$ cat config.mk
export PLATFORM = sky130hd
export DESIGN_NAME = ppeq_ctrl
export DESIGN_NICKNAME = d
export VERILOG_FILES = /design/src/rtl/ppeq_pkg.sv /design/src/rtl/ppeq_ctrl.sv
export SDC_FILE = /design/constraint.sdc
export NUM_CORES = 1
export LEC_CHECK = 0
export ABC_AREA = 1
export BUFFER_PORTS_ARGS = -buffer_cell sky130_fd_sc_hd__buf_2
export CAP_MARGIN = 5
export CORE_UTILIZATION = 30
export CTS_BUF_LIST = sky130_fd_sc_hd__clkbuf_2 sky130_fd_sc_hd__clkbuf_4 sky130_fd_sc_hd__clkbuf_8
export DETAILED_ROUTE_END_ITERATION = 16
export GPL_ROUTABILITY_DRIVEN = 0
export PLACE_DENSITY = 0.61
export SLEW_MARGIN = 20
export SYNTH_ARGS = -nofsm -noshare
export SYNTH_HDL_FRONTEND = slang
export SYNTH_SLANG_ARGS = --single-unit
$ cat constraint.sdc
create_clock -name clk -period 1.7 [get_ports clk]
set_input_delay 0.255 -clock clk [delete_from_list [all_inputs] [get_ports clk]]
set_output_delay 0.255 -clock clk [all_outputs]
set_load 0.03 [all_outputs]
$ cat src/rtl/ppeq_pkg.sv
// ----------------------------------------------------------------------------
// ppeq_pkg
// Shared widths, codes, command type and saturation helpers for the
// parametric peak equalizer.
// ----------------------------------------------------------------------------
package ppeq_pkg;

  localparam int SAMPLE_WIDTH   = 24;
  localparam int COEF_FRAC_BITS = 22;
  localparam int STATE_WIDTH    = 32;

  localparam int COEF_WIDTH     = 25;
  localparam int GAIN_WIDTH     = 24;
  localparam int GAIN_FRAC_BITS = 16;

  localparam int CFG_INDEX_W = 2;
  localparam int CFG_DATA_W  = (COEF_WIDTH > GAIN_WIDTH) ? COEF_WIDTH : GAIN_WIDTH;

  localparam logic [CFG_INDEX_W-1:0] REG_ALLPASS_COEF = 2'd0;
  localparam logic [CFG_INDEX_W-1:0] REG_CENTER_COEF  = 2'd1;
  localparam logic [CFG_INDEX_W-1:0] REG_BOOST_GAIN   = 2'd2;

  localparam logic [GAIN_WIDTH-1:0] GAIN_RESET = GAIN_WIDTH'(1) << GAIN_FRAC_BITS;

  // Multiplier operand widths: coefficient or zero-extended gain, by a
  // state word or the (input - allpass) difference.
  localparam int MUL_A_W  = (COEF_WIDTH > GAIN_WIDTH + 1) ? COEF_WIDTH : GAIN_WIDTH + 1;
  localparam int MUL_B_W  = STATE_WIDTH + 1;
  localparam int PROD_W   = MUL_A_W + MUL_B_W;
  localparam int MIN_FRAC = (COEF_FRAC_BITS < GAIN_FRAC_BITS) ? COEF_FRAC_BITS
                                                               : GAIN_FRAC_BITS;
  localparam int RES_W    = PROD_W + 1 - MIN_FRAC;
  localparam int WIDE_W   = RES_W + 2;

  typedef enum logic [1:0] {
    MUL_EZ1 = 2'd0,
    MUL_AZ2 = 2'd1,
    MUL_AW  = 2'd2,
    MUL_GD  = 2'd3
  } mul_sel_t;

  typedef struct packed {
    logic     load;
    mul_sel_t mul_sel;
    logic     mul_en;
    logic     cap_ez1;
    logic     cap_w;
    logic     cap_y;
    logic     cap_out;
  } ppeq_cmd_t;

  function automatic logic signed [STATE_WIDTH-1:0] sat_state(
    input logic signed [WIDE_W-1:0] v
  );
    logic signed [WIDE_W-1:0] hi;
    logic signed [WIDE_W-1:0] lo;
    hi = {{(WIDE_W-STATE_WIDTH+1){1'b0}}, {(STATE_WIDTH-1){1'b1}}};
    lo = ~hi;
    if (v > hi) begin
      return hi[STATE_WIDTH-1:0];
    end else if (v < lo) begin
      return lo[STATE_WIDTH-1:0];
    end
    return v[STATE_WIDTH-1:0];
  endfunction

  function automatic logic signed [SAMPLE_WIDTH-1:0] sat_sample(
    input logic signed [WIDE_W-1:0] v
  );
    logic signed [WIDE_W-1:0] hi;
    logic signed [WIDE_W-1:0] lo;
    hi = {{(WIDE_W-SAMPLE_WIDTH+1){1'b0}}, {(SAMPLE_WIDTH-1){1'b1}}};
    lo = ~hi;
    if (v > hi) begin
      return hi[SAMPLE_WIDTH-1:0];
    end else if (v < lo) begin
      return lo[SAMPLE_WIDTH-1:0];
    end
    return v[SAMPLE_WIDTH-1:0];
  endfunction

endpackage

$ cat src/rtl/ppeq_ctrl.sv
// ----------------------------------------------------------------------------
// ppeq_ctrl
// Sequencer for one sample: four passes through the shared multiplier with
// add and saturate steps between, then a hold until the output is free; a skipped sample goes straight to the hold.
// ----------------------------------------------------------------------------
module ppeq_ctrl (
  input  logic                 clk,
  input  logic                 rst,
  input  logic                 in_valid,
  input  logic                 in_skip,
  output logic                 in_ready,
  input  logic                 out_ready,
  output logic                 out_valid,
  output ppeq_pkg::ppeq_cmd_t  cmd
);

  typedef enum logic [7:0] {
    IDLE   = 8'b0000_0001,
    MUL_1  = 8'b0000_0010,
    MUL_2  = 8'b0000_0100,
    CALC_W = 8'b0000_1000,
    MUL_3  = 8'b0001_0000,
    CALC_Y = 8'b0010_0000,
    MUL_4  = 8'b0100_0000,
    FINISH = 8'b1000_0000
  } state_t;

  state_t state;
  state_t state_next;
  logic   out_free;

  assign in_ready = (state == IDLE);
  assign out_free = !out_valid || out_ready;

  always_comb begin
    state_next  = state;
    cmd         = '0;
    cmd.mul_sel = ppeq_pkg::MUL_EZ1;
    case (state)
      IDLE: begin
        if (in_valid) begin
          cmd.load   = 1'b1;
          state_next = in_skip ? FINISH : MUL_1;
        end
      end
      MUL_1: begin
        cmd.mul_sel = ppeq_pkg::MUL_EZ1;
        cmd.mul_en  = 1'b1;
        state_next  = MUL_2;
      end
      MUL_2: begin
        cmd.cap_ez1 = 1'b1;
        cmd.mul_sel = ppeq_pkg::MUL_AZ2;
        cmd.mul_en  = 1'b1;
        state_next  = CALC_W;
      end
      CALC_W: begin
        cmd.cap_w  = 1'b1;
        state_next = MUL_3;
      end
      MUL_3: begin
        cmd.mul_sel = ppeq_pkg::MUL_AW;
        cmd.mul_en  = 1'b1;
        state_next  = CALC_Y;
      end
      CALC_Y: begin
        cmd.cap_y  = 1'b1;
        state_next = MUL_4;
      end
      MUL_4: begin
        cmd.mul_sel = ppeq_pkg::MUL_GD;
        cmd.mul_en  = 1'b1;
        state_next  = FINISH;
      end
      FINISH: begin
        // hold until the previous result has been taken
        if (out_free) begin
          cmd.cap_out = 1'b1;
          state_next  = IDLE;
        end
      end
      default: state_next = IDLE;
    endcase
  end

  always_ff @(posedge clk) begin
    if (rst) begin
      state     <= IDLE;
      out_valid <= 1'b0;
    end else begin
      state <= state_next;
      if (cmd.cap_out) begin
        out_valid <= 1'b1;
      end else if (out_ready) begin
        out_valid <= 1'b0;
      end
    end
  end

  a_no_overwrite: assert property (@(posedge clk) disable iff (rst)
    cmd.cap_out |-> (!out_valid || out_ready))
    else $error("result register written while a request is still pending");

  a_skip_short: assert property (@(posedge clk) disable iff (rst)
    (in_valid && in_ready && in_skip) |=> (state == FINISH))
    else $error("skipped request did not go straight to finish");

  a_full_path: assert property (@(posedge clk) disable iff (rst)
    (in_valid && in_ready && !in_skip) |=> (state == MUL_1))
    else $error("request did not start the multiply sequence");

  a_result_shown: assert property (@(posedge clk) disable iff (rst)
    cmd.cap_out |=> out_valid)
    else $error("result captured but not presented");

endmodule

=== After elaboration in Yosys (flattened, before gate mapping) ===
Cells that the tools add are included.

* Mux-type cells: 14
* Reduce and logical (&&, ||, !) cells: 4
* Equality and inequality tests: 10

{| class="wikitable"
|+ Operators with widths
! cell !! count
|-
| 8-bit case mux with 8 select lines || 1
|-
| 8-bit two-way mux || 3
|-
| 3-bit case mux with 4 select lines || 1
|-
| 1-bit two-way mux || 9
|-
| 8-bit by 1-bit == test with 1-bit output (second input constant) || 1
|-
| 8-bit by 2-bit == test with 1-bit output (second input constant) || 1
|-
| 8-bit by 3-bit == test with 1-bit output (second input constant) || 1
|-
| 8-bit by 4-bit == test with 1-bit output (second input constant) || 1
|-
| 8-bit by 5-bit == test with 1-bit output (second input constant) || 1
|-
| 8-bit by 6-bit == test with 1-bit output (second input constant) || 1
|-
| 8-bit by 7-bit == test with 1-bit output (second input constant) || 1
|-
| 8-bit == test (second input constant) || 1
|-
| 2-bit != test (second input constant) || 2
|-
| 2-bit AND reduction || 1
|-
| 2-bit nonzero test || 1
|-
| 1-bit logical NOT || 1
|-
| 1-bit logical OR || 1
|}

* Word-level logic and storage cells: 30
* Bits in registers: 9
* Input port bits: 5

=== Logic depth before layout (Yosys ltp) ===
Gate-level depths: netlist of run 1.

* Word-level depth: 5
* Depth in mapped cells: 8
* Gate-level depth less buffers: 8

=== Least setup slack after synthesis of run 1 ===
Ideal clock, no wire load.

* Path type: register to output
* Start: register state[5]
* End: output cmd[4] in the netlist's numbering
* Slack: 258 ps
* Stages on the path, launching flop included: 6
* Required time: 1445 ps
* Data arrival time: 1187 ps
* Path through: dfxtp_1 -> nor2_2 -> nand4_1 -> nand2_1 -> nor2_2 -> inv_1

{| class="wikitable"
|+ RTL lines
! what !! line !! RTL
|-
| from (decl) || ppeq_ctrl.sv:28 || <nowiki>state_t state;</nowiki>
|-
| from (signal assigned) || ppeq_ctrl.sv:91 || <nowiki>state <= state_next;</nowiki>
|-
| to (decl) || ppeq_ctrl.sv:14 || <nowiki>output ppeq_pkg::ppeq_cmd_t cmd</nowiki>
|}

==> results of run 1 <==
## critical path: cells and delay by family, from the launching register on
family,cells,cell delay (ps)
buf+inv,3,310
flops,1,340
simple gates,5,440
## state kept, by name (all words and copies together), names as in the netlist
signal	cells
state	8
out_valid	1
## per-stage QoR
step	setup TNS [ps]	total power, mW	setup WS (ps)	hold WS (ps)	instance area, µm²
3_5_place_dp	0	0.448	350	443	668
6_report	0	0.641	81.1	150	722
3_3_place_gp	0	0.450	350	444	668
2_1_floorplan	0	0.410	258	325	579
5_1_grt	-16.9	0.682	-16.9	156	722
4_1_cts	0	0.641	44.6	152	698
## synthesized netlist by cell type
library cell / n
sky130_fd_sc_hd__o21ai_2: 1
sky130_fd_sc_hd__nor2_4: 1
sky130_fd_sc_hd__nor2_1: 19
sky130_fd_sc_hd__dfxtp_1: 9
sky130_fd_sc_hd__buf_4: 1
sky130_fd_sc_hd__nand2_2: 4
sky130_fd_sc_hd__inv_8: 1
sky130_fd_sc_hd__inv_1: 12
sky130_fd_sc_hd__nand2_1: 14
sky130_fd_sc_hd__o21a_1: 1
sky130_fd_sc_hd__nand2_4: 2
sky130_fd_sc_hd__nor4_2: 1
sky130_fd_sc_hd__clkbuf_2: 1
sky130_fd_sc_hd__nand2_8: 1
sky130_fd_sc_hd__inv_4: 1
sky130_fd_sc_hd__inv_2: 3
sky130_fd_sc_hd__nor3_1: 1
sky130_fd_sc_hd__nand4_1: 2
sky130_fd_sc_hd__a21oi_2: 1
sky130_fd_sc_hd__nor2_2: 4
sky130_fd_sc_hd__nand3_2: 2
sky130_fd_sc_hd__nand3_1: 2
## layout make-up
type                    count  area (µm²)
clock buffers               4        30.0
fillers                   208        1040
inverters                  17        73.8
multi-input cells          56         320
flip-flops and latches      9         184
well taps                  25        31.3
repair buffers             15        82.6
## power breakdown
group          internal [mW]  switching (mW)
Clock                  0.107          0.0844
Combinational         0.0742           0.140
Sequential             0.224          0.0112
Total                  0.406           0.235
## timing repair
action / in CTS / in global routing
gates resized for setup: 0 / 9
setup endpoints to repair: 0 / 3
setup buffers: 0 / 1
## how the worst max path moves through the flow
stage                           from  cells after the start  slack, ps     end
3_5_place_dp   state[5]$_SDFFE_PP0P_                      6        350  cmd[4]
4_1_cts        state[5]$_SDFFE_PP0P_                      6         40  cmd[4]
2_1_floorplan  state[5]$_SDFFE_PP0P_                      5        260  cmd[4]
5_1_grt        state[5]$_SDFFE_PP0P_                      6        -20  cmd[4]
3_3_place_gp   state[7]$_SDFFE_PP0P_                      8        350  cmd[4]
6_report       state[7]$_SDFFE_PP0P_                      8         80  cmd[4]
## kinds of logic (layout without fill, tap and decap cells)
group                  count (synthesis)  after routing  synth area share
DFF                                    9              9             0.311
and+or+nand+nor                       53             53             0.497
buffers and inverters                 19             36             0.149
AOI/OAI and AO/OA                      3              3            0.0432
## metal layers
| metal | up-vias | GRT usage |
|---|---|---|
| met5 | - | 0 |
| met4 | 0 | 0.106 |
| li1 | 284 | - |
| met2 | 12 | 0.194 |
| met1 | 242 | 0.173 |
| met3 | 5 | 0.0357 |
==> reports/qor.yml, run 1 <==
run_status: "completed"
ctsHtreeMaxLevel: 1
syn_nets: 89
antenna_cells: 0
drt-total-wl_mm: 1.16
clkTransAtPathRegs_ps: 60
top_signal_layer_used: "met4"
timing_hold_violations_final: 0
yosysWarningCount: 0
critPathRequiredTime_ps: 1440
slew_viol_final: 0
cts_hold_buf: 0
syn_to_final_growth_pct: 24.6
critical_path.endpoint_type: "primary output"
synth_area_leaders: "sky130_fd_sc_hd__dfxtp_1 31%, sky130_fd_sc_hd__nor2_1 12%, sky130_fd_sc_hd__nand2_1 9.1%"
io_buffer_count: 14
max_cap_violations: 0
tritoncts: "built"
place_inst: 121
grt_setup_unrepaired: "yes"
synth_cells: 84
worstHoldPathCells: 2
finalCoreUtilization: 0.409
route.met2.wl_um: 536
grt_first_pass_wirelength_mm: 1.95
cpMaxStageDelayCell: "sky130_fd_sc_hd__dfxtp_2"
critical_path.reg2reg.endpoint: "state[7]$_SDFFE_PP0P_"
crit_fanout: 4
design.core.area_um2: 1760
tightestPinTransition_ps: 180
timing.slew.headroom: 0.879
most-common-layout-cells: "16 x sky130_fd_sc_hd__nor2_1, 14 x sky130_fd_sc_hd__nand2_1, 12 x sky130_fd_sc_hd__inv_1, 12 x sky130_fd_sc_hd__buf_2, 7 x sky130_fd_sc_hd__nor2_2"
finalWorstPathRequiredPeriod_ps: 1620
reg2reg_slack_ps: 600
timing.critical_path.slowest_cell_delay_ps: 340
instances_no_fill: 126
yosysTopAreaCell: "sky130_fd_sc_hd__dfxtp_1"
vias_in_the_first_global_route: 462
number_of_distinct_library_cells_after_synthesis: 22
final.period_utilization: 0.952
post_drt_wl_per_cell_um: 9.23
grt_max_degree: 9
routed_vias: 543
placementRows: 15
clock_latency_at_the_later_pin_of_the_worst_skew_pair_ps: 270
drive_gt1_frac: 0.465
critical_path.startpoint_type: "flip-flop"
cp.arrival_ps: 1360
detail-route-antenna-nets: 0
routed-wl-met3_um: 46
cp_cell_sequence: "nor2_2 -> nand2_4 -> inv_8 -> nand2_2 -> nand2_2 -> nor2_2 -> inv_1 -> clkbuf_4"
detail_route.first_pass.iterations: 3
synth.ff_latch_count: 9
grt_overflow: 0
grt_antenna_before_repair: 0
place.detailed.hpwl_um: 926
num-nets-final: 107
route.detailed.vias_per_inst: 4.31
initial_core_util: 0.328
synthesis.area_um2: 579
clock_path_buffers: 2
synth_area_per_cell_um2: 6.90
drt_iter0_drc: 2
fmax_mhz: 618
clock-skew-final_ps: 1.39
synth_top_area_frac: 0.311
grt_use_total: 0.137
post-route-drc-count: 0
timing_worst_setup_path_type: "reg -> out"
wl_met1_um: 540
yosysSeqAreaShare: 0.311
cts-buffers-inserted: 3
final_common_cell: "sky130_fd_sc_hd__nor2_1"
chipHeight_um: 45.9
cell_depth_of_the_worst_flop_to_flop_path: 7
io_pins: 15
fp.dieW_um: 45.9
vdd_drop_max_mv: 0.408
hp-class: "in -> reg"
cts_root_buf: "sky130_fd_sc_hd__clkbuf_4"
power.static_leakage_nw: 0.391
min_delay_worst_endpoint: "state[1]$_SDFFE_PP0P_"
worst_r2r_startpoint: "state[7]$_SDFFE_PP0P_"
hp-start: "in_skip"
final_report_setup_violation_count: 0
p_per_area_nw_per_um2: 888
cts_sinks: 9
overall_die_area_um2: 2110
Note: power is estimated with default switching activity, not from simulation.
==> run 2: changes to the inputs <==
--- a/config.mk
+++ b/config.mk
@@ -8,11 +8,13 @@
 export ABC_AREA = 1
 export BUFFER_PORTS_ARGS = -buffer_cell sky130_fd_sc_hd__buf_2
 export CAP_MARGIN = 5
-export CORE_UTILIZATION = 30
+export CELL_PAD_IN_SITES_DETAIL_PLACEMENT = 0
+export CELL_PAD_IN_SITES_GLOBAL_PLACEMENT = 1
+export CORE_UTILIZATION = 39
 export CTS_BUF_LIST = sky130_fd_sc_hd__clkbuf_2 sky130_fd_sc_hd__clkbuf_4 sky130_fd_sc_hd__clkbuf_8
 export DETAILED_ROUTE_END_ITERATION = 16
 export GPL_ROUTABILITY_DRIVEN = 0
-export PLACE_DENSITY = 0.61
+export PLACE_DENSITY = 0.94
 export SLEW_MARGIN = 20
 export SYNTH_ARGS = -nofsm -noshare
 export SYNTH_HDL_FRONTEND = slang
==> run 2 against run 1 <==
- clock-buffer cell count is the same
- sequential power is 2% lower
- critical path depth unchanged
- total power decreased by 3.0%
- largest cell class unchanged
- flip-flop and latch count unchanged
- hold slack improved by 20 ps
- critical path type unchanged
==> reports/qor.yml, run 2 (synthesis results as in run 1) <==
layout_top_registers: "state (8), out_valid (1)"
critical_path.endpoint_type: "primary output"
setup-tns-final_ps: 0  # unchanged
cp.arrival_ps: 1360  # about the same
reg2reg_slack_ps: 500  # -100 ps
finalWorstPathRequiredPeriod_ps: 1610  # -8.77 ps
num-nets-final: 108  # +0.93%
cell_depth_of_the_worst_flop_to_flop_path: 6  # -1
slew_viol_final: 0  # unchanged
tightestPinTransition_ps: 205  # +25.5 ps
most-common-layout-cells: "19 x sky130_fd_sc_hd__nor2_1, 14 x sky130_fd_sc_hd__nand2_1, 14 x sky130_fd_sc_hd__buf_2"
power.internal_mw: 0.400  # -1.3%
largest_register: "state"
timing.slew.headroom: 0.863  # -0.0165
design.core.area_um2: 1330  # -24%
drt_iter0_drc: 6  # +4
cts_root_buf: "sky130_fd_sc_hd__clkbuf_4"
grt_setup_unrepaired: "no"
min_delay_worst_endpoint: "state[1]$_SDFFE_PP0P_"
clock_path_buffers: 2  # unchanged
final.period_utilization: 0.947  # -0.00516
initial_core_util: 0.434  # +0.106
post-route-drc-count: 0  # unchanged
overall_die_area_um2: 1640  # -22%
antenna_cells: 0  # unchanged
clock_power_share: 0.286  # -0.013
timing_worst_setup_path_type: "reg -> out"
final_report_setup_violation_count: 0  # unchanged
io_buffer_count: 14  # unchanged
route.detailed.vias_per_inst: 4.49  # +4.1%
vdd_drop_max_mv: 0.444  # +8.8%
vias_in_the_first_global_route: 383  # -17%
grt_max_degree: 9  # unchanged
worstHoldPathCells: 2  # unchanged
critical_path.startpoint_type: "flip-flop"
run_status: "completed"
ctsHtreeMaxLevel: 1  # unchanged
max_cap_violations: 0  # unchanged
clock-skew-final_ps: 0.699  # -0.690 ps
placementRows: 13  # -2
sequentialPowerShare: 0.373  # +0.005
grt_use_total: 0.159  # +0.0218
cts_hold_buf: 0  # unchanged
detail_route.first_pass.iterations: 4  # +1
p_per_area_nw_per_um2: 887  # -0.10%
crit_fanout: 4  # unchanged
clock_latency_at_the_later_pin_of_the_worst_skew_pair_ps: 260  # about the same
final_common_cell: "sky130_fd_sc_hd__nor2_1"
power.static_leakage_nw: 0.396  # +1.3%
drt-total-wl_mm: 1.13  # -3.0%
largest_reg_flops: 8  # unchanged
hp-start: "in_skip"
critical_path.reg2reg.endpoint: "state[7]$_SDFFE_PP0P_"
hp-class: "in -> reg"
grt_antenna_before_repair: 0  # unchanged
cts-buffers-inserted: 3  # unchanged
post_drt_wl_per_cell_um: 9.64  # +4.5%
critPathRequiredTime_ps: 1440  # about the same
grt_first_pass_wirelength_mm: 1.66  # -15%
place.detailed.hpwl_um: 922  # -0.45%
tritoncts: "built"
fp.dieW_um: 40.5  # -12%
chipHeight_um: 40.5  # -12%
finalCoreUtilization: 0.525  # +0.116
sw_frac_of_total: 0.356  # -0.0115
clkTransAtPathRegs_ps: 60  # about the same
detail-route-antenna-nets: 0  # unchanged
routed_vias: 525  # -3.3%
drive_gt1_frac: 0.412  # -0.0536
io_pins: 15  # unchanged
fmax_mhz: 621  # +0.54%
timing_hold_violations_final: 0  # unchanged
combPwrFrac: 0.341  # +0.007
worst_r2r_startpoint: "state[1]$_SDFFE_PP0P_"
grt_overflow: 0  # unchanged
syn_to_final_growth_pct: 21.0
net-switching-power_mw: 0.221  # -6.1%
cts_sinks: 9  # unchanged
[run 2: worst max path at each step]
stage | from | end | slack [ps] | depth (start not counted)
after floorplan | state[5]$_SDFFE_PP0P_ | cmd[4] | 260 | 5
after global placement | state[7]$_SDFFE_PP0P_ | cmd[4] | 360 | 8
after detailed placement | state[5]$_SDFFE_PP0P_ | cmd[4] | 350 | 6
after CTS | state[5]$_SDFFE_PP0P_ | cmd[4] | 60 | 6
after global routing | state[3]$_SDFFE_PP0P_ | cmd[4] | 0.9 | 8
final | state[7]$_SDFFE_PP0P_ | cmd[4] | 90 | 8
[run 2: stage by stage]
stage               power (mW)  hold WS, ps  area, µm²  worst slack [ps]  std cells
global route             0.662          170        701             0.904        117
floorplan                0.410          325        579               258         84
CTS                      0.632          166        686              57.8        115
global placement         0.448          445        656               355        111
detailed placement       0.450          444        656               352        111
finish                   0.621          171        701              89.9        117
[run 2: cell type report]
class / instances / area [µm²]
Sequential cell: 9 / 180
Tap cell: 15 / 18.8
Multi-Input combinational cell: 56 / 313
Clock buffer: 4 / 30.0
Timing Repair Buffer: 16 / 85.1
Fill cell: 145 / 633
Inverter: 17 / 73.8
[run 2: critical path, cell delays in order (launching register included)]
cell and delay (ps):
sky130_fd_sc_hd__dfxtp_1 340, sky130_fd_sc_hd__nor2_2 180, sky130_fd_sc_hd__nand2_4 90, sky130_fd_sc_hd__inv_8 90
sky130_fd_sc_hd__nand2_2 60, sky130_fd_sc_hd__nand2_2 70, sky130_fd_sc_hd__nor2_2 40, sky130_fd_sc_hd__inv_1 40
sky130_fd_sc_hd__buf_2 180
[run 2: timing repair]
| item | CTS | global route |
|---|---|---|
| setup endpoints to repair | 0 | 1 |
| gates resized for setup | 0 | 0 |
| hold endpoints to repair | 0 | 0 |
| buffers inserted | 0 | 2 |
[run 2: metal layers]
layer / vias up / global-route usage / routed length, µm
li1: 285 / - / -
met1: 231 / 0.220 / 518
met2: 7 / 0.230 / 561
met3: 2 / 0.0333 / 25
met4: 0 / 0.0750 / 22
met5: - / 0 / 0
[run 2: power by group through the flow]
| stage | clock [mW] | combinational, mW | sequential (mW) |
|---|---|---|---|
| floorplan | 0 | 0.173 | 0.237 |
| global placement | 0 | 0.213 | 0.236 |
| detailed placement | 0 | 0.214 | 0.236 |
| finish | 0.178 | 0.212 | 0.232 |
| global route | 0.195 | 0.234 | 0.233 |
| CTS | 0.186 | 0.215 | 0.231 |
